==> config.mk <==
export PLATFORM = sky130hd
export DESIGN_NAME = framed_serial_four_channel_pwm_top
export DESIGN_NICKNAME = d
export VERILOG_FILES = /design/src/rtl/fsp_pkg.sv /design/src/rtl/fsp_frame.sv /design/src/rtl/fsp_pwm.sv /design/src/rtl/fsp_out_buf.sv /design/src/rtl/framed_serial_four_channel_pwm_top.sv
export VERILOG_INCLUDE_DIRS = /design/src /design/src/rtl
export SDC_FILE = /design/constraint.sdc
export NUM_CORES = 1
export LEC_CHECK = 0
export BUFFER_PORTS_ARGS = -buffer_cell sky130_fd_sc_hd__buf_2
export CAP_MARGIN = 10
export CORE_ASPECT_RATIO = 1.1
export CORE_UTILIZATION = 45
export CTS_BUF_LIST = sky130_fd_sc_hd__clkbuf_8
export DETAILED_ROUTE_END_ITERATION = 6
export PLACE_DENSITY = 0.73
export SLEW_MARGIN = 20
export SYNTH_ARGS = -nofsm -noshare
export SYNTH_HDL_FRONTEND = slang
export SYNTH_SLANG_ARGS = --single-unit
==> constraint.sdc <==
create_clock -name clk -period 5 [get_ports clk]
set_input_delay 1.5 -clock clk [delete_from_list [all_inputs] [get_ports clk]]
set_output_delay 1.5 -clock clk [all_outputs]
set_load 0.01 [all_outputs]
==> src/rtl/framed_serial_four_channel_pwm_top_defines.svh <==
// Assertion macros for the framed serial PWM block.
// They sample on clk and are disabled while rst_n is low.
`ifndef FRAMED_SERIAL_FOUR_CHANNEL_PWM_TOP_DEFINES_SVH
`define FRAMED_SERIAL_FOUR_CHANNEL_PWM_TOP_DEFINES_SVH

// The consequent must hold in the same cycle as the antecedent.
`define FSP_ASSERT_SAME(label, ante, cons) \
    label: assert property (@(posedge clk) disable iff (!rst_n) (ante) |-> (cons)) \
        else $error("framed pwm: same-cycle check failed");

// The consequent must hold in the cycle after the antecedent.
`define FSP_ASSERT_NEXT(label, ante, cons) \
    label: assert property (@(posedge clk) disable iff (!rst_n) (ante) |=> (cons)) \
        else $error("framed pwm: next-cycle check failed");

`endif

==> src/rtl/fsp_pkg.sv <==
package fsp_pkg;

    localparam int CHANNELS_DEF = 4;
    localparam int ON_W         = 4;
    localparam int POS_OUT_W    = 3;

    localparam logic [7:0]  HEADER_RST  = 8'hAA;
    localparam logic [7:0]  TRAILER_RST = 8'h55;
    localparam logic [15:0] TIMEOUT_RST = 16'd400;
    localparam logic [7:0]  PHASE_MAX   = 8'hFF;

    typedef enum logic [1:0] {
        OP_BYTE    = 2'd0,
        OP_PWM     = 2'd1,
        OP_TIMEOUT = 2'd2,
        OP_NONE    = 2'd3
    } opcode_t;

    typedef enum logic [1:0] {
        REPLY_NONE   = 2'd0,
        REPLY_ACCEPT = 2'd1,
        REPLY_ERROR  = 2'd2
    } reply_t;

    typedef enum logic [1:0] {
        REG_HEADER  = 2'd0,
        REG_TRAILER = 2'd1,
        REG_TIMEOUT = 2'd2
    } reg_index_t;

    typedef struct packed {
        reply_t                 reply;
        logic [POS_OUT_W-1:0]   frame_position;
        logic                   watch_active;
    } frame_status_t;

    // Packed so that channel_on lands in the lowest bits.
    typedef struct packed {
        logic                   watch_active;
        logic [POS_OUT_W-1:0]   frame_position;
        reply_t                 reply;
        logic [ON_W-1:0]        channel_on;
    } result_t;

endpackage

==> src/rtl/fsp_frame.sv <==
module fsp_frame #(
    parameter int CHANNELS = fsp_pkg::CHANNELS_DEF
) (
    input  logic                       clk,
    input  logic                       rst_n,
    input  logic                       byte_en,
    input  logic                       tick_en,
    input  logic [7:0]                 rx_byte,
    input  logic [7:0]                 header_byte,
    input  logic [7:0]                 trailer_byte,
    input  logic [15:0]                timeout_ticks,
    output logic [CHANNELS-1:0][7:0]   duty_levels,
    output fsp_pkg::frame_status_t     status
);

    localparam int POS_W = $clog2(CHANNELS + 2);
    localparam logic [POS_W-1:0] LAST_DUTY_POS = POS_W'(CHANNELS);
    localparam logic [POS_W-1:0] TRAILER_POS   = POS_W'(CHANNELS + 1);
    localparam logic [POS_W-1:0] FIRST_POS     = POS_W'(1);

    logic [POS_W-1:0]          position_reg;
    logic [POS_W-1:0]          position_next;
    logic [15:0]               watch_count_reg;
    logic [15:0]               watch_count_next;
    logic [15:0]               count_inc;
    logic                      watch_running_reg;
    logic                      watch_running_next;
    logic [CHANNELS-1:0][7:0]  payload_reg;
    logic [CHANNELS-1:0][7:0]  duty_reg;
    logic                      payload_we;
    logic                      duty_load;
    fsp_pkg::reply_t           reply;
    logic [POS_W+2:0]          position_ext;

    assign count_inc = watch_count_reg + 16'd1;

    always_comb
    begin
        position_next      = position_reg;
        watch_count_next   = watch_count_reg;
        watch_running_next = watch_running_reg;
        reply              = fsp_pkg::REPLY_NONE;
        payload_we         = 1'b0;
        duty_load          = 1'b0;
        if (byte_en)
        begin
            if (position_reg == '0 && rx_byte == header_byte)
            begin
                position_next = FIRST_POS;
            end
            else if (position_reg != '0 && position_reg <= LAST_DUTY_POS)
            begin
                payload_we    = 1'b1;
                position_next = position_reg + FIRST_POS;
            end
            else if (position_reg == TRAILER_POS && rx_byte == trailer_byte)
            begin
                duty_load     = 1'b1;
                position_next = '0;
                reply         = fsp_pkg::REPLY_ACCEPT;
            end
            else
            begin
                position_next = '0;
                reply         = fsp_pkg::REPLY_ERROR;
            end
            // Every byte restarts the timeout from zero.
            watch_count_next   = '0;
            watch_running_next = (position_next != '0);
        end
        else if (tick_en && watch_running_reg)
        begin
            if (count_inc == timeout_ticks)
            begin
                position_next      = '0;
                watch_count_next   = '0;
                watch_running_next = 1'b0;
                reply              = fsp_pkg::REPLY_ERROR;
            end
            else
            begin
                watch_count_next = count_inc;
            end
        end
    end

    always_ff @(posedge clk or negedge rst_n)
    begin
        if (!rst_n)
        begin
            position_reg      <= '0;
            watch_count_reg   <= '0;
            watch_running_reg <= 1'b0;
            duty_reg          <= '0;
        end
        else
        begin
            position_reg      <= position_next;
            watch_count_reg   <= watch_count_next;
            watch_running_reg <= watch_running_next;
            if (duty_load)
            begin
                duty_reg <= payload_reg;
            end
        end
    end

    // Duty bytes are staged here until the trailer confirms the frame.
    always_ff @(posedge clk)
    begin
        for (int i = 0; i < CHANNELS; i++)
        begin
            if (payload_we && position_reg == POS_W'(i + 1))
            begin
                payload_reg[i] <= rx_byte;
            end
        end
    end

    assign position_ext = {3'b000, position_next};

    assign duty_levels           = duty_reg;
    assign status.reply          = reply;
    assign status.frame_position = position_ext[fsp_pkg::POS_OUT_W-1:0];
    assign status.watch_active   = watch_running_next;

endmodule

==> src/rtl/fsp_pwm.sv <==
module fsp_pwm #(
    parameter int CHANNELS = fsp_pkg::CHANNELS_DEF
) (
    input  logic                       clk,
    input  logic                       rst_n,
    input  logic                       tick_en,
    input  logic [CHANNELS-1:0][7:0]   duty_levels,
    output logic [fsp_pkg::ON_W-1:0]   channel_on
);

    logic [7:0] phase_reg;
    logic [7:0] phase_next;
    logic [7:0] phase_inc;

    assign phase_inc  = phase_reg + 8'd1;
    assign phase_next = (phase_inc == fsp_pkg::PHASE_MAX) ? 8'd0 : phase_inc;

    always_ff @(posedge clk or negedge rst_n)
    begin
        if (!rst_n)
        begin
            phase_reg <= '0;
        end
        else if (tick_en)
        begin
            phase_reg <= phase_next;
        end
    end

    // Compare against the stepped phase, before the wrap at full scale.
    generate
        for (genvar i = 0; i < fsp_pkg::ON_W; i++)
        begin : g_on
            if (i < CHANNELS)
            begin : g_used
                assign channel_on[i] = tick_en && (phase_inc < duty_levels[i]);
            end
            else
            begin : g_unused
                assign channel_on[i] = 1'b0;
            end
        end
    endgenerate

endmodule

==> src/rtl/fsp_out_buf.sv <==
module fsp_out_buf (
    input  logic               clk,
    input  logic               rst_n,
    input  logic               push,
    input  fsp_pkg::result_t   push_data,
    output logic               in_ready,
    output logic               out_valid,
    input  logic               out_ready,
    output fsp_pkg::result_t   out_data
);

    logic               out_valid_reg;
    logic               skid_valid_reg;
    fsp_pkg::result_t   out_data_reg;
    fsp_pkg::result_t   skid_data_reg;
    logic               pop;

    assign pop       = out_valid_reg && out_ready;
    assign in_ready  = !skid_valid_reg;
    assign out_valid = out_valid_reg;
    assign out_data  = out_data_reg;

    always_ff @(posedge clk or negedge rst_n)
    begin
        if (!rst_n)
        begin
            out_valid_reg  <= 1'b0;
            skid_valid_reg <= 1'b0;
        end
        else if (pop)
        begin
            if (skid_valid_reg)
            begin
                out_valid_reg  <= 1'b1;
                skid_valid_reg <= 1'b0;
            end
            else
            begin
                out_valid_reg <= push;
            end
        end
        else if (!out_valid_reg)
        begin
            out_valid_reg <= push;
        end
        else if (push)
        begin
            skid_valid_reg <= 1'b1;
        end
    end

    always_ff @(posedge clk)
    begin
        if (pop && skid_valid_reg)
        begin
            out_data_reg <= skid_data_reg;
        end
        else if ((pop || !out_valid_reg) && push)
        begin
            out_data_reg <= push_data;
        end
        else if (push)
        begin
            skid_data_reg <= push_data;
        end
    end

endmodule

==> src/rtl/framed_serial_four_channel_pwm_top.sv <==
// Each result word is registered in the output buffer before it appears on m_axis.
// Throughput: one input word per cycle while s_axis_tready is high; a two-word output
// buffer keeps s_axis_tready high while one finished word waits for m_axis_tready.
// Reset (rst_n low, asynchronous): frame position, timeout, PWM phase and duty levels
// clear to zero and the configuration registers return to 0xAA, 0x55 and 400.
`include "framed_serial_four_channel_pwm_top_defines.svh"

module framed_serial_four_channel_pwm_top #(
    parameter int CHANNELS = fsp_pkg::CHANNELS_DEF
) (
    input  logic         clk,
    input  logic         rst_n,
    input  logic         s_axis_tvalid,
    output logic         s_axis_tready,
    input  logic [7:0]   s_axis_tdata,   // [7:0] rx_byte
    input  logic [1:0]   s_axis_tuser,   // [1:0] opcode
    output logic         m_axis_tvalid,
    input  logic         m_axis_tready,
    // [3:0] channel_on, [5:4] reply, [8:6] frame_position, [9] watch_active
    output logic [15:0]  m_axis_tdata,
    input  logic         cfg_valid,
    output logic         cfg_ready,
    input  logic [1:0]   cfg_index,
    input  logic [15:0]  cfg_data
);

    logic [7:0]                 header_reg;
    logic [7:0]                 trailer_reg;
    logic [15:0]                timeout_reg;
    logic                       accept;
    fsp_pkg::opcode_t           opcode;
    logic                       byte_en;
    logic                       pwm_en;
    logic                       tick_en;
    logic [CHANNELS-1:0][7:0]   duty_levels;
    fsp_pkg::frame_status_t     status;
    logic [fsp_pkg::ON_W-1:0]   channel_on;
    fsp_pkg::result_t           result;
    fsp_pkg::result_t           out_word;

    assign cfg_ready = 1'b1;

    always_ff @(posedge clk or negedge rst_n)
    begin
        if (!rst_n)
        begin
            header_reg  <= fsp_pkg::HEADER_RST;
            trailer_reg <= fsp_pkg::TRAILER_RST;
            timeout_reg <= fsp_pkg::TIMEOUT_RST;
        end
        else if (cfg_valid)
        begin
            case (fsp_pkg::reg_index_t'(cfg_index))
                fsp_pkg::REG_HEADER:  header_reg  <= cfg_data[7:0];
                fsp_pkg::REG_TRAILER: trailer_reg <= cfg_data[7:0];
                fsp_pkg::REG_TIMEOUT: timeout_reg <= cfg_data;
                default: ;
            endcase
        end
    end

    assign accept  = s_axis_tvalid && s_axis_tready;
    assign opcode  = fsp_pkg::opcode_t'(s_axis_tuser);
    assign byte_en = accept && (opcode == fsp_pkg::OP_BYTE);
    assign pwm_en  = accept && (opcode == fsp_pkg::OP_PWM);
    assign tick_en = accept && (opcode == fsp_pkg::OP_TIMEOUT);

    fsp_frame #(
        .CHANNELS (CHANNELS)
    ) u_frame (
        .clk           (clk),
        .rst_n         (rst_n),
        .byte_en       (byte_en),
        .tick_en       (tick_en),
        .rx_byte       (s_axis_tdata),
        .header_byte   (header_reg),
        .trailer_byte  (trailer_reg),
        .timeout_ticks (timeout_reg),
        .duty_levels   (duty_levels),
        .status        (status)
    );

    fsp_pwm #(
        .CHANNELS (CHANNELS)
    ) u_pwm (
        .clk         (clk),
        .rst_n       (rst_n),
        .tick_en     (pwm_en),
        .duty_levels (duty_levels),
        .channel_on  (channel_on)
    );

    assign result.channel_on     = channel_on;
    assign result.reply          = status.reply;
    assign result.frame_position = status.frame_position;
    assign result.watch_active   = status.watch_active;

    fsp_out_buf u_out_buf (
        .clk       (clk),
        .rst_n     (rst_n),
        .push      (accept),
        .push_data (result),
        .in_ready  (s_axis_tready),
        .out_valid (m_axis_tvalid),
        .out_ready (m_axis_tready),
        .out_data  (out_word)
    );

    assign m_axis_tdata = {6'b000000, out_word};

    `FSP_ASSERT_SAME(a_full_buffer_has_output, !s_axis_tready, m_axis_tvalid)
    `FSP_ASSERT_NEXT(a_accept_gives_output, accept, m_axis_tvalid)
    `FSP_ASSERT_SAME(a_accept_closes_frame, m_axis_tvalid && out_word.reply == fsp_pkg::REPLY_ACCEPT, out_word.frame_position == '0 && !out_word.watch_active)

endmodule

==> flow_metrics.py, run 1 <==
metrics = {
    "status": {
        "status": "complete, no violations",
    },
    "drt": {
        "drt_iter0_drc": 301,
        "wl_per_cell_um": 16.1,
        "via_per_inst": 5.38,
        "first_pass_iters": 5,
        "drc_errors": 0,
        "drt_wl_total_um": 14500,
        "vias": 4836,
        "drtAntennaViolNets": 0,
    },
    "die": {
        "fp.dieW_um": 123,
        "die_area_um2": 16500,
        "die_h_um": 135,
        "pin_count": 52,
        "core_um2": 15700,
        "start_util_pct": 46.0,
        "core.rowCount": 48,
    },
    "power_and_ir_drop": {
        "vdd_ir_drop_max_mv": 0.188,
        "cellPowerDensity_nw_per_um2": 385,
        "p_leak_nw": 3.56,
    },
    "sta": {
        "finalHoldViolCount": 0,
        "period_minus_slack_ps": 3310,
        "setup_viol": 0,
        "rsz0062_at_grt": "no",
        "tightest_slew_ps": 945,
        "final_max_slew_viol_count": 0,
        "clock.fmax_mhz": 302,
        "fin_skew_ps": 9.90,
        "relSlewSlack_pct": 37.0,
        "tns_ps": 0,
        "finalCritPeriodShare_pct": 66.2,
    },
    "critical_path": {
        "critical_path.max_fanout": 13,
        "crit_path_frequent_cell": "nand4_1",
        "cp-start-kind": "flop",
        "arrival_ps": 3460,
        "path_cells": "ha_1 > and3_1 > nand4_1 > or4b_1 > a32oi_1 > nand4_1 > buf_4 > o21ai_2 > o22ai_1",
        "critPathKind": "flop to flop",
        "critPathMaxStageDelay_ps": 500,
        "crit_slowest_cell": "or4b_1",
        "crit_required_ps": 5150,
        "cp-end-kind": "flop",
        "ff2ff_path_depth": 9,
    },
    "cts": {
        "cts.clk_slew.worst_paths_ps": 80,
        "clockRootBuffer": "clkbuf_8",
        "cts_buffer_depth": 2,
        "post_cts_resized": 0,
        "cts_tree": "done",
        "h-tree-depth": 4,
        "cts.sink_count": 146,
        "hold_buffers": 0,
        "clk_latency_ps": 440,
        "cts_buffers": 17,
        "postCtsSetupBuffers": 0,
    },
    "layout": {
        "nets": 757,
        "fin_util_pct": 51.0,
        "final_common_cell": "dfrtp_1",
        "fillers": 1367,
        "final_cell_mix": "dfrtp_1 (83), inv_1 (55), nand2_1 (53)",
        "area_growth_pct": 10.8,
        "drive_gt1_share_pct": 19.2,
        "diodes": 0,
    },
    "synthesis": {
        "yosysSeqAreaShare_pct": 54.4,
        "yosys.cell_types.count": 55,
        "avgSynthCellArea_um2": 11.3,
        "ys_ff_latch": 146,
        "synth-edff-count": 52,
        "async_flop_share_pct": 64.4,
        "syn-instance-count": 637,
        "netlist_area_um2": 7220,
        "ys.flop_type": "dfrtp_1",
        "yosysWarnings": 0,
    },
    "worst_hold_path": {
        "min_path_cells": 2,
        "hp-class": "flop to flop",
    },
    "placed_design": {
        "port_buffers": 44,
        "post-dp-hpwl_um": 10900,
        "globalplace.congestion": 0.875,
    },
    "grt": {
        "antenna_found_initial": 1,
        "grt_max_degree": 75,
        "grt_use_total_pct": 19.7,
        "grt-ovfl-total": 0,
        "grt_pass1_wl_um": 24800,
        "grt_pass1_vias": 5019,
    },
    "flow_run": {
        "cap_violations": 0,
    },
}
## cells by family (layout without fill, tap and decap cells)
| logic type | Yosys count | in the layout | share of synthesized area, % |
|---|---|---|---|
| AO/OA/AOI/OAI | 116 | 116 | 10.5 |
| XOR/XNOR | 47 | 47 | 5.70 |
| adder cells (fa/ha/maj) | 38 | 38 | 6.59 |
| buffers and inverters | 78 | 135 | 4.70 |
| flip-flops | 146 | 146 | 54.4 |
| multiplexers | 38 | 38 | 5.93 |
| other | 2 | 7 | 0.104 |
| AND/OR/NAND/NOR | 172 | 172 | 12.1 |
## cell type report
cell class                 instances  area [um^2]  share of cell area (%)
inverter                          52          195                    2.44
clock buffer                      18          248                    3.10
sequential                       146         3930                    49.1
tap                              200          250                    3.13
multi-input combinational        418         2980                    37.2
clock inverter                    14          124                    1.55
timing repair buffer              51          275                    3.44
## where the power goes
part	leakage (nW)	switching [mW]	internal, mW
registers	1.55	0.122	1.43
logic	1.81	0.372	0.287
clock network	0.199	0.423	0.445
total	3.56	0.918	2.16
## per-stage QoR
stage | area (um^2) | hold slack, ps | setup slack [ps] | total power [mW] | cells
CTS | 8000 | 457 | 1740 | 3.11 | 899
detailed placement | 7620 | 438 | 1350 | 2.24 | 867
global placement | 7620 | 438 | 1410 | 2.20 | 867
global route | 8000 | 471 | 1490 | 3.26 | 899
finish | 8000 | 455 | 1690 | 3.08 | 899
floorplan | 7240 | 426 | 1700 | 2.01 | 642
## synth_stat cells, types with 2 or more instances
cell type | n | area (um^2)
o21ai_2 | 2 | 17.5
a32oi_1 | 2 | 17.5
and2_1 | 6 | 37.5
dfrtp_1 | 83 | 2080
or2_2 | 4 | 25.0
a21oi_1 | 3 | 15.0
nor3b_1 | 2 | 15.0
mux2_1 | 5 | 56.3
o22ai_1 | 8 | 50.1
o21ai_1 | 33 | 165
or4b_1 | 3 | 30.0
xor2_1 | 18 | 158
conb_1 | 2 | 7.51
nor2_1 | 29 | 109
buf_2 | 7 | 35.0
nand3_1 | 24 | 120
dfstp_2 | 11 | 289
o21a_1 | 13 | 97.6
a31oi_1 | 6 | 37.5
a21boi_0 | 4 | 30.0
and3_1 | 8 | 50.1
nand2_1 | 53 | 199
nand3b_1 | 3 | 22.5
o211ai_1 | 3 | 22.5
xnor2_1 | 29 | 254
mux2_2 | 33 | 372
o21ai_0 | 18 | 90.1
nor3_1 | 4 | 20.0
edfxtp_1 | 52 | 1560
or3_1 | 7 | 43.8
nand2b_1 | 6 | 37.5
nor4_1 | 8 | 50.1
buf_4 | 10 | 75.1
a211oi_1 | 4 | 30.0
inv_1 | 52 | 195
clkbuf_1 | 9 | 33.8
and4_1 | 2 | 17.5
nand4_1 | 8 | 50.1
ha_1 | 38 | 475
a21o_1 | 10 | 75.1
## worst max-delay path: cells and delay by family, from the launching register on
family,cells,cell delay (ps)
compound gates,3,1030
fa+ha+maj,1,280
buf+inv,1,210
flops,1,450
simple gates,4,1040
## metal layers
metal	up-vias	track usage (%)	share of wire, %
met1	2335	23.6	42
met5	-	0	0.055
met2	126	33.6	52
met3	29	5.49	4.3
met4	2	7.32	1.9
li1	2344	-	-
## path summary, 6_finish.rpt
check | startpoint | end | slack, ps
worst max-delay path | u_frame.watch_count_reg[0] | u_out_buf.skid_data_reg[7] | 1690
worst min-delay path | u_frame.payload_reg[18] | u_frame.duty_levels[18] | 450
worst max register to register | u_frame.watch_count_reg[0] | u_out_buf.skid_data_reg[7] | 1690
worst min register to register | u_frame.payload_reg[18] | u_frame.duty_levels[18] | 450
max in group asynchronous | rst_n | u_frame.position_reg[1] | 2940
min in group asynchronous | rst_n | u_pwm.phase_reg[0] | 1190
(Power assumes the default switching activity.)
==> inputs of run 2 (changes only) <==
ABC_AREA = 1   (was not set)
PLACE_DENSITY = 0.76   (was 0.73)
clock period = 2.7 ns   (was 5 ns; I/O delays follow)
==> run 2 against run 1 <==
Global-route usage rose by 0.21 points. Synthesized cell count up 27%. Area after synthesis grew 1.6%. Final area increased by 3.0%. Final cell count grew 21%. Non-clock buffer count up 10. Via count increased by 14%.
==> flow_metrics.py, run 2 <==
metrics = {
    "critical_path": {
        "path_cells": "ha_1 > nand2_2 > nor2_4 > nand3_1 > nand2_1 > nand2_1 > nand2_1 > nand2_1 > nor2_1 > nand2_1 > nor2_4 > nand3_2 > nand2_1 > nand2_2 > nand2_1 > nand2_1",
        "cp-start-kind": "flop",
        "crit_path_frequent_cell": "nand2_1",
        "critPathBufInv": 0,
        "cp-end-kind": "flop",
        "critPathMaxStageDelay_ps": 420,
        "path_delay_family": "simple AND/OR/NAND/NOR gates",
        "crit_required_ps": 2920,
        "critical_path.max_fanout": 8,
        "critPathKind": "flop to flop",
        "arrival_ps": 2600,
        "crit_slowest_cell": "dfrtp_1",
    },
    "synthesis": {
        "yosys.cell_types.count": 37,
        "synthMuxAreaShare_pct": 0.307,
        "synth-edff-count": 52,
        "synth_top_family_by_area": "simple AND/OR/NAND/NOR gates",
        "yosysSeqAreaShare_pct": 53.5,
        "netlist_area_um2": 7330,
        "synthSimpleGateAreaFrac_pct": 21.7,
        "syn-instance-count": 810,
        "ys_ff_latch": 146,
        "synthDominantCellAreaShare_pct": 28.3,
        "synth-adder-area-share_pct": 6.48,
        "synth_xor_xnor_area_share_pct": 2.22,
        "async_flop_share_pct": 64.4,
        "avgSynthCellArea_um2": 9.05,
        "yosysMostFrequentCell": "nand2_1",
        "synth_top_area_cell": "dfrtp_1",
        "yosys-top-cells-count": "nand2_1 (208), inv_1 (106), dfrtp_1 (83)",
        "ys.flop_type": "dfrtp_1",
        "yosysWarnings": 0,
        "synth_area_leaders": "dfrtp_1 (28%), edfxtp_1 (21%), nand2_1 (11%)",
        "synth_compound_area_share_pct": 8.27,
    },
    "sta": {
        "setup_viol": 0,
        "rsz0062_at_grt": "no",
        "relSlewSlack_pct": 51.0,
        "finalHoldViolCount": 0,
        "finalCritPeriodShare_pct": 88.4,
        "tightest_slew_ps": 727,
        "final_max_slew_viol_count": 0,
        "period_minus_slack_ps": 2390,
        "tns_ps": 0,
        "fin_skew_ps": 12.5,
        "clock.fmax_mhz": 419,
    },
    "cts": {
        "cts.sink_count": 146,
        "clockRootBuffer": "clkbuf_8",
        "post_cts_resized": 0,
        "cts_buffer_depth": 2,
        "cts_tree": "done",
        "postCtsSetupBuffers": 0,
        "clk_latency_ps": 460,
        "hold_buffers": 0,
        "cts.clk_slew.worst_paths_ps": 90,
        "h-tree-depth": 4,
        "cts_buffers": 17,
    },
    "grt": {
        "grt_pass1_vias": 5311,
        "grt_pass1_wl_um": 25400,
        "grt_use_total_pct": 20.0,
        "grt-ovfl-total": 0,
        "grt_max_degree": 62,
        "antenna_found_initial": 0,
    },
    "power_and_ir_drop": {
        "vdd_ir_drop_max_mv": 0.294,
        "p_leak_nw": 4.08,
        "power_mw": 4.40,
        "cellPowerDensity_nw_per_um2": 534,
    },
    "die": {
        "fp.dieW_um": 124,
        "core_um2": 15800,
        "die_area_um2": 16800,
        "pin_count": 52,
        "die_h_um": 136,
        "core.rowCount": 48,
        "start_util_pct": 46.4,
    },
    "layout": {
        "diodes": 0,
        "area_growth_pct": 12.3,
        "drive_gt1_share_pct": 14.8,
        "nets": 944,
        "final_common_cell": "nand2_1",
        "final_cell_mix": "nand2_1 (208), inv_1 (107), dfrtp_1 (83)",
        "fillers": 1436,
        "fin_util_pct": 52.1,
    },
    "placed_design": {
        "globalplace.congestion": 0.918,
        "port_buffers": 44,
        "post-dp-hpwl_um": 11300,
    },
    "drt": {
        "vias": 5511,
        "via_per_inst": 5.07,
        "drtAntennaViolNets": 0,
        "first_pass_iters": 5,
        "drt_wl_total_um": 15300,
        "drt_iter0_drc": 395,
        "drc_errors": 0,
        "wl_per_cell_um": 14.1,
    },
    "status": {
        "status": "complete, no violations",
    },
    "flow_run": {
        "cap_violations": 0,
    },
    "worst_hold_path": {
        "hp-class": "primary input to async pin",
    },
}
-- run 2: cell types whose count changed after synthesis, moves of 9 or more --
cell,previous run,this run
inv_1,52,106
nand3_1,24,49
nand4_1,8,23
o21ai_0,18,81
mux2_2,33,2
a21oi_1,3,25
a21o_1,10,0
nand2_1,53,208
o21a_1,13,4
xnor2_1,29,5
o21ai_1,33,3
nor2_1,29,40
-- run 2: layout make-up --
| type | instances | area (um^2) | share of cell area, % |
|---|---|---|---|
| clock buffer | 17 | 234 | 2.84 |
| inverter | 110 | 413 | 5.01 |
| timing repair buffer | 61 | 375 | 4.56 |
| multi-input combinational | 537 | 2890 | 35.1 |
| clock inverter | 15 | 148 | 1.79 |
| sequential | 146 | 3930 | 47.7 |
| tap | 200 | 250 | 3.04 |
-- run 2: where the power goes --
part | switching (mW) | internal (mW)
sequential | 0.0602 | 2.39
combinational | 0.172 | 0.119
clock | 0.912 | 0.753
-- run 2: metal layers --
metal  wire, um  GRT usage [%]  vias up
met3        708           3.86       34
met2       7470           32.7      142
met4        447           9.97        0
met5          0              0        -
li1           -              -     2776
met1       6700           25.0     2559
-- run 2: stage by stage --
stage | std cells | instance area [um^2] | hold WS [ps] | worst slack, ps
floorplan | 815 | 7350 | 418 | 313
global placement | 1054 | 7850 | 429 | 203
detailed placement | 1054 | 7850 | 431 | 185
CTS | 1086 | 8240 | 330 | 347
global route | 1086 | 8240 | 365 | 35.1
finish | 1086 | 8240 | 339 | 314
-- run 2: logic make-up (layout without fill, tap and decap cells) --
group	count (synthesis)	count (layout)
simple gates	356	356
mux	2	2
xor+xnor	17	17
fa+ha+maj	38	38
buf+inv	132	203
other cells	2	7
compound gates	117	117
flops	146	146
-- run 2: worst paths after layout --
path | startpoint | endpoint | slack (ps) | depth (start not counted)
worst max-delay path | u_frame.watch_count_reg[1] | u_out_buf.out_data[8] | 310 | 16
worst min-delay path | rst_n | header_reg[4] | 340 | 1
worst max register to register | u_frame.watch_count_reg[1] | u_out_buf.out_data[8] | 310 | 16
worst min register to register | u_frame.payload_reg[24] | u_frame.duty_levels[24] | 440 | 2
max in group asynchronous | rst_n | header_reg[3] | 1640 | 2
min in group clk | u_frame.payload_reg[24] | u_frame.duty_levels[24] | 440 | 2
==> inputs of run 3 (changes only) <==
CELL_PAD_IN_SITES_DETAIL_PLACEMENT = 1   (was not set)
CELL_PAD_IN_SITES_GLOBAL_PLACEMENT = 1   (was not set)
CORE_UTILIZATION = 44   (was 45)
PLACE_DENSITY = 0.9   (was 0.76)
REMOVE_ABC_BUFFERS = 1   (was not set)
==> run 3 against run 2 <==
The flow now finishes with violations (DRC). Routed wire length up 28%. Largest cell class unchanged. Critical endpoint is now u_out_buf.skid_data_reg[1]. Fmax is 5.7% lower. Total power rose by 4.2%. Clock skew rose by 2.2 ps. Non-clock buffer count up 8. Largest power group unchanged. Final area up 1.3%.
==> flow_metrics.py, run 3 (same netlist as run 2, synthesis figures left out) <==
metrics = {
    "cts": {
        "cts.sink_count": 146,
        "clockRootBuffer": "clkbuf_8",
        "hold_buffers": 0,
        "cts_buffer_depth": 2,
        "cts.clk_slew.worst_paths_ps": 70,
        "clk_latency_ps": 460,
        "cts_buffers": 17,
        "h-tree-depth": 4,
        "cts_tree": "done",
    },
    "die": {
        "core.rowCount": 49,
        "pin_count": 52,
        "fp.dieW_um": 125,
        "start_util_pct": 45.0,
        "core_um2": 16300,
        "die_area_um2": 17200,
        "die_h_um": 137,
    },
    "sta": {
        "fin_skew_ps": 14.7,
        "relSlewSlack_pct": 61.6,
        "period_minus_slack_ps": 2530,
        "setup_viol": 0,
        "final_max_slew_viol_count": 0,
        "finalHoldViolCount": 0,
        "clock.fmax_mhz": 395,
        "finalCritPeriodShare_pct": 93.7,
        "tightest_slew_ps": 574,
    },
    "drt": {
        "drt_iter0_drc": 301,
        "drt_wl_total_um": 19600,
        "vias": 5791,
        "top_layer_used": "met4",
        "wl_met2_um": 10900,
        "drtAntennaViolNets": 0,
        "drt-met1-wl_um": 7720,
        "via_per_inst": 5.27,
        "wl_per_cell_um": 17.8,
        "drc_errors": 2,
        "first_pass_iters": 7,
        "routed-wl-met3_um": 470,
    },
    "status": {
        "status": "complete, but fails checks",
        "violations": "DRC",
    },
    "layout": {
        "fin_util_pct": 51.1,
        "stdcell_area_um2": 8340,
        "multi_input_area_um2": 2900,
        "area_growth_pct": 13.7,
        "diodes": 0,
        "nets": 952,
        "final_common_cell": "nand2_1",
        "fillers": 1927,
        "drive_gt1_share_pct": 15.4,
        "fin_cells": 1098,
        "final_cell_mix": "nand2_1 (208), inv_1 (109), dfrtp_1 (82)",
        "regArea_um2": 3930,
    },
    "grt": {
        "grt_pass1_wl_um": 31600,
        "antenna_found_initial": 0,
        "grt_pass1_vias": 6183,
        "grt_use_total_pct": 24.2,
        "grt_max_degree": 62,
        "grt-ovfl-total": 0,
    },
    "placed_design": {
        "placed_cells_incl_taps": 1064,
        "post-dp-hpwl_um": 14100,
        "globalplace.congestion": 0.802,
        "port_buffers": 44,
        "place_area_um2": 7900,
    },
    "worst_hold_path": {
        "hp-class": "primary input to async pin",
    },
    "critical_path": {
        "critPathKind": "flop to flop",
        "critical_path.max_fanout": 5,
        "cp-start-kind": "flop",
        "arrival_ps": 2730,
        "cp-end-kind": "flop",
        "crit_required_ps": 2900,
    },
    "flow_run": {
        "cap_violations": 0,
    },
    "power_and_ir_drop": {
        "p_leak_nw": 4.15,
        "vdd_ir_drop_max_mv": 0.239,
        "power_mw": 4.58,
        "cellPowerDensity_nw_per_um2": 550,
    },
}
-- run 3: cell types whose count changed in the layout (fill, tap and decap cells not counted), moves of 2 or more --
cell        before  now
buf_4           16   24
bufinv_16        1    4
clkinv_1         2    4
clkinv_2         0    2
clkinvlp_4       4    1
inv_1          107  109
inv_6            6    0
inv_8            2    0
-- run 3: path summary, 6_finish.rpt --
| kind | start | endpoint | slack (ps) | depth (start not counted) |
|---|---|---|---|---|
| worst max-delay path | u_pwm.phase_reg[0] | u_out_buf.skid_data_reg[1] | 170 | 14 |
| worst min-delay path | rst_n | header_reg[4] | 190 | 1 |
| worst max register to register | u_pwm.phase_reg[0] | u_out_buf.skid_data_reg[1] | 170 | 14 |
| worst min register to register | u_frame.payload_reg[16] | u_frame.duty_levels[16] | 460 | 2 |
| max in group asynchronous | rst_n | header_reg[3] | 1920 | 2 |
| min in group clk | u_frame.payload_reg[16] | u_frame.duty_levels[16] | 460 | 2 |
-- run 3: layer usage --
metal / vias up / GRT usage [%]
met5: - / 0
met4: 0 / 8.60
met3: 39 / 4.93
met2: 97 / 47.4
met1: 2875 / 25.7
li1: 2780 / -
-- run 3: worst max-delay path, stage by stage (launching register included) --
cell	delay [ps]
dfrtp_2	410
inv_1	70
nor2_1	130
nand2_1	90
nor2_1	130
nand2_1	90
nor2_1	120
xor2_1	240
inv_2	120
ha_1	330
nand2_1	100
inv_1	90
nand4_1	130
nand3_2	140
inv_1	70
-- run 3: repair_timing --
| action | CTS | global route |
|---|---|---|
| resized for setup | 0 | 4 |
| setup endpoints to repair | 0 | 9 |
| buffers inserted | 0 | 2 |
-- run 3: final cells by class --
| class | instances | share of cell area, % |
|---|---|---|
| inverter | 110 | 4.95 |
| multi-input combinational | 537 | 34.7 |
| tap | 204 | 3.06 |
| sequential | 146 | 47.1 |
| timing repair buffer | 69 | 5.22 |
| clock inverter | 15 | 2.13 |
| clock buffer | 17 | 2.81 |
-- run 3: stage by stage --
step	hold slack [ps]	worst slack, ps	TNS [ps]
2_1_floorplan	418	-93.3	-1080
3_3_place_gp	424	93.6	0
3_5_place_dp	448	-19.1	-150
6_report	190	170	0
4_1_cts	173	114	0
5_1_grt	177	-9.60	-9.60
-- run 3: power by group --
group	switching, mW	leakage [nW]	internal (mW)
sequential	0.0665	1.45	2.39
combinational	0.188	2.48	0.120
clock	0.838	0.219	0.985
total	1.09	4.15	3.49
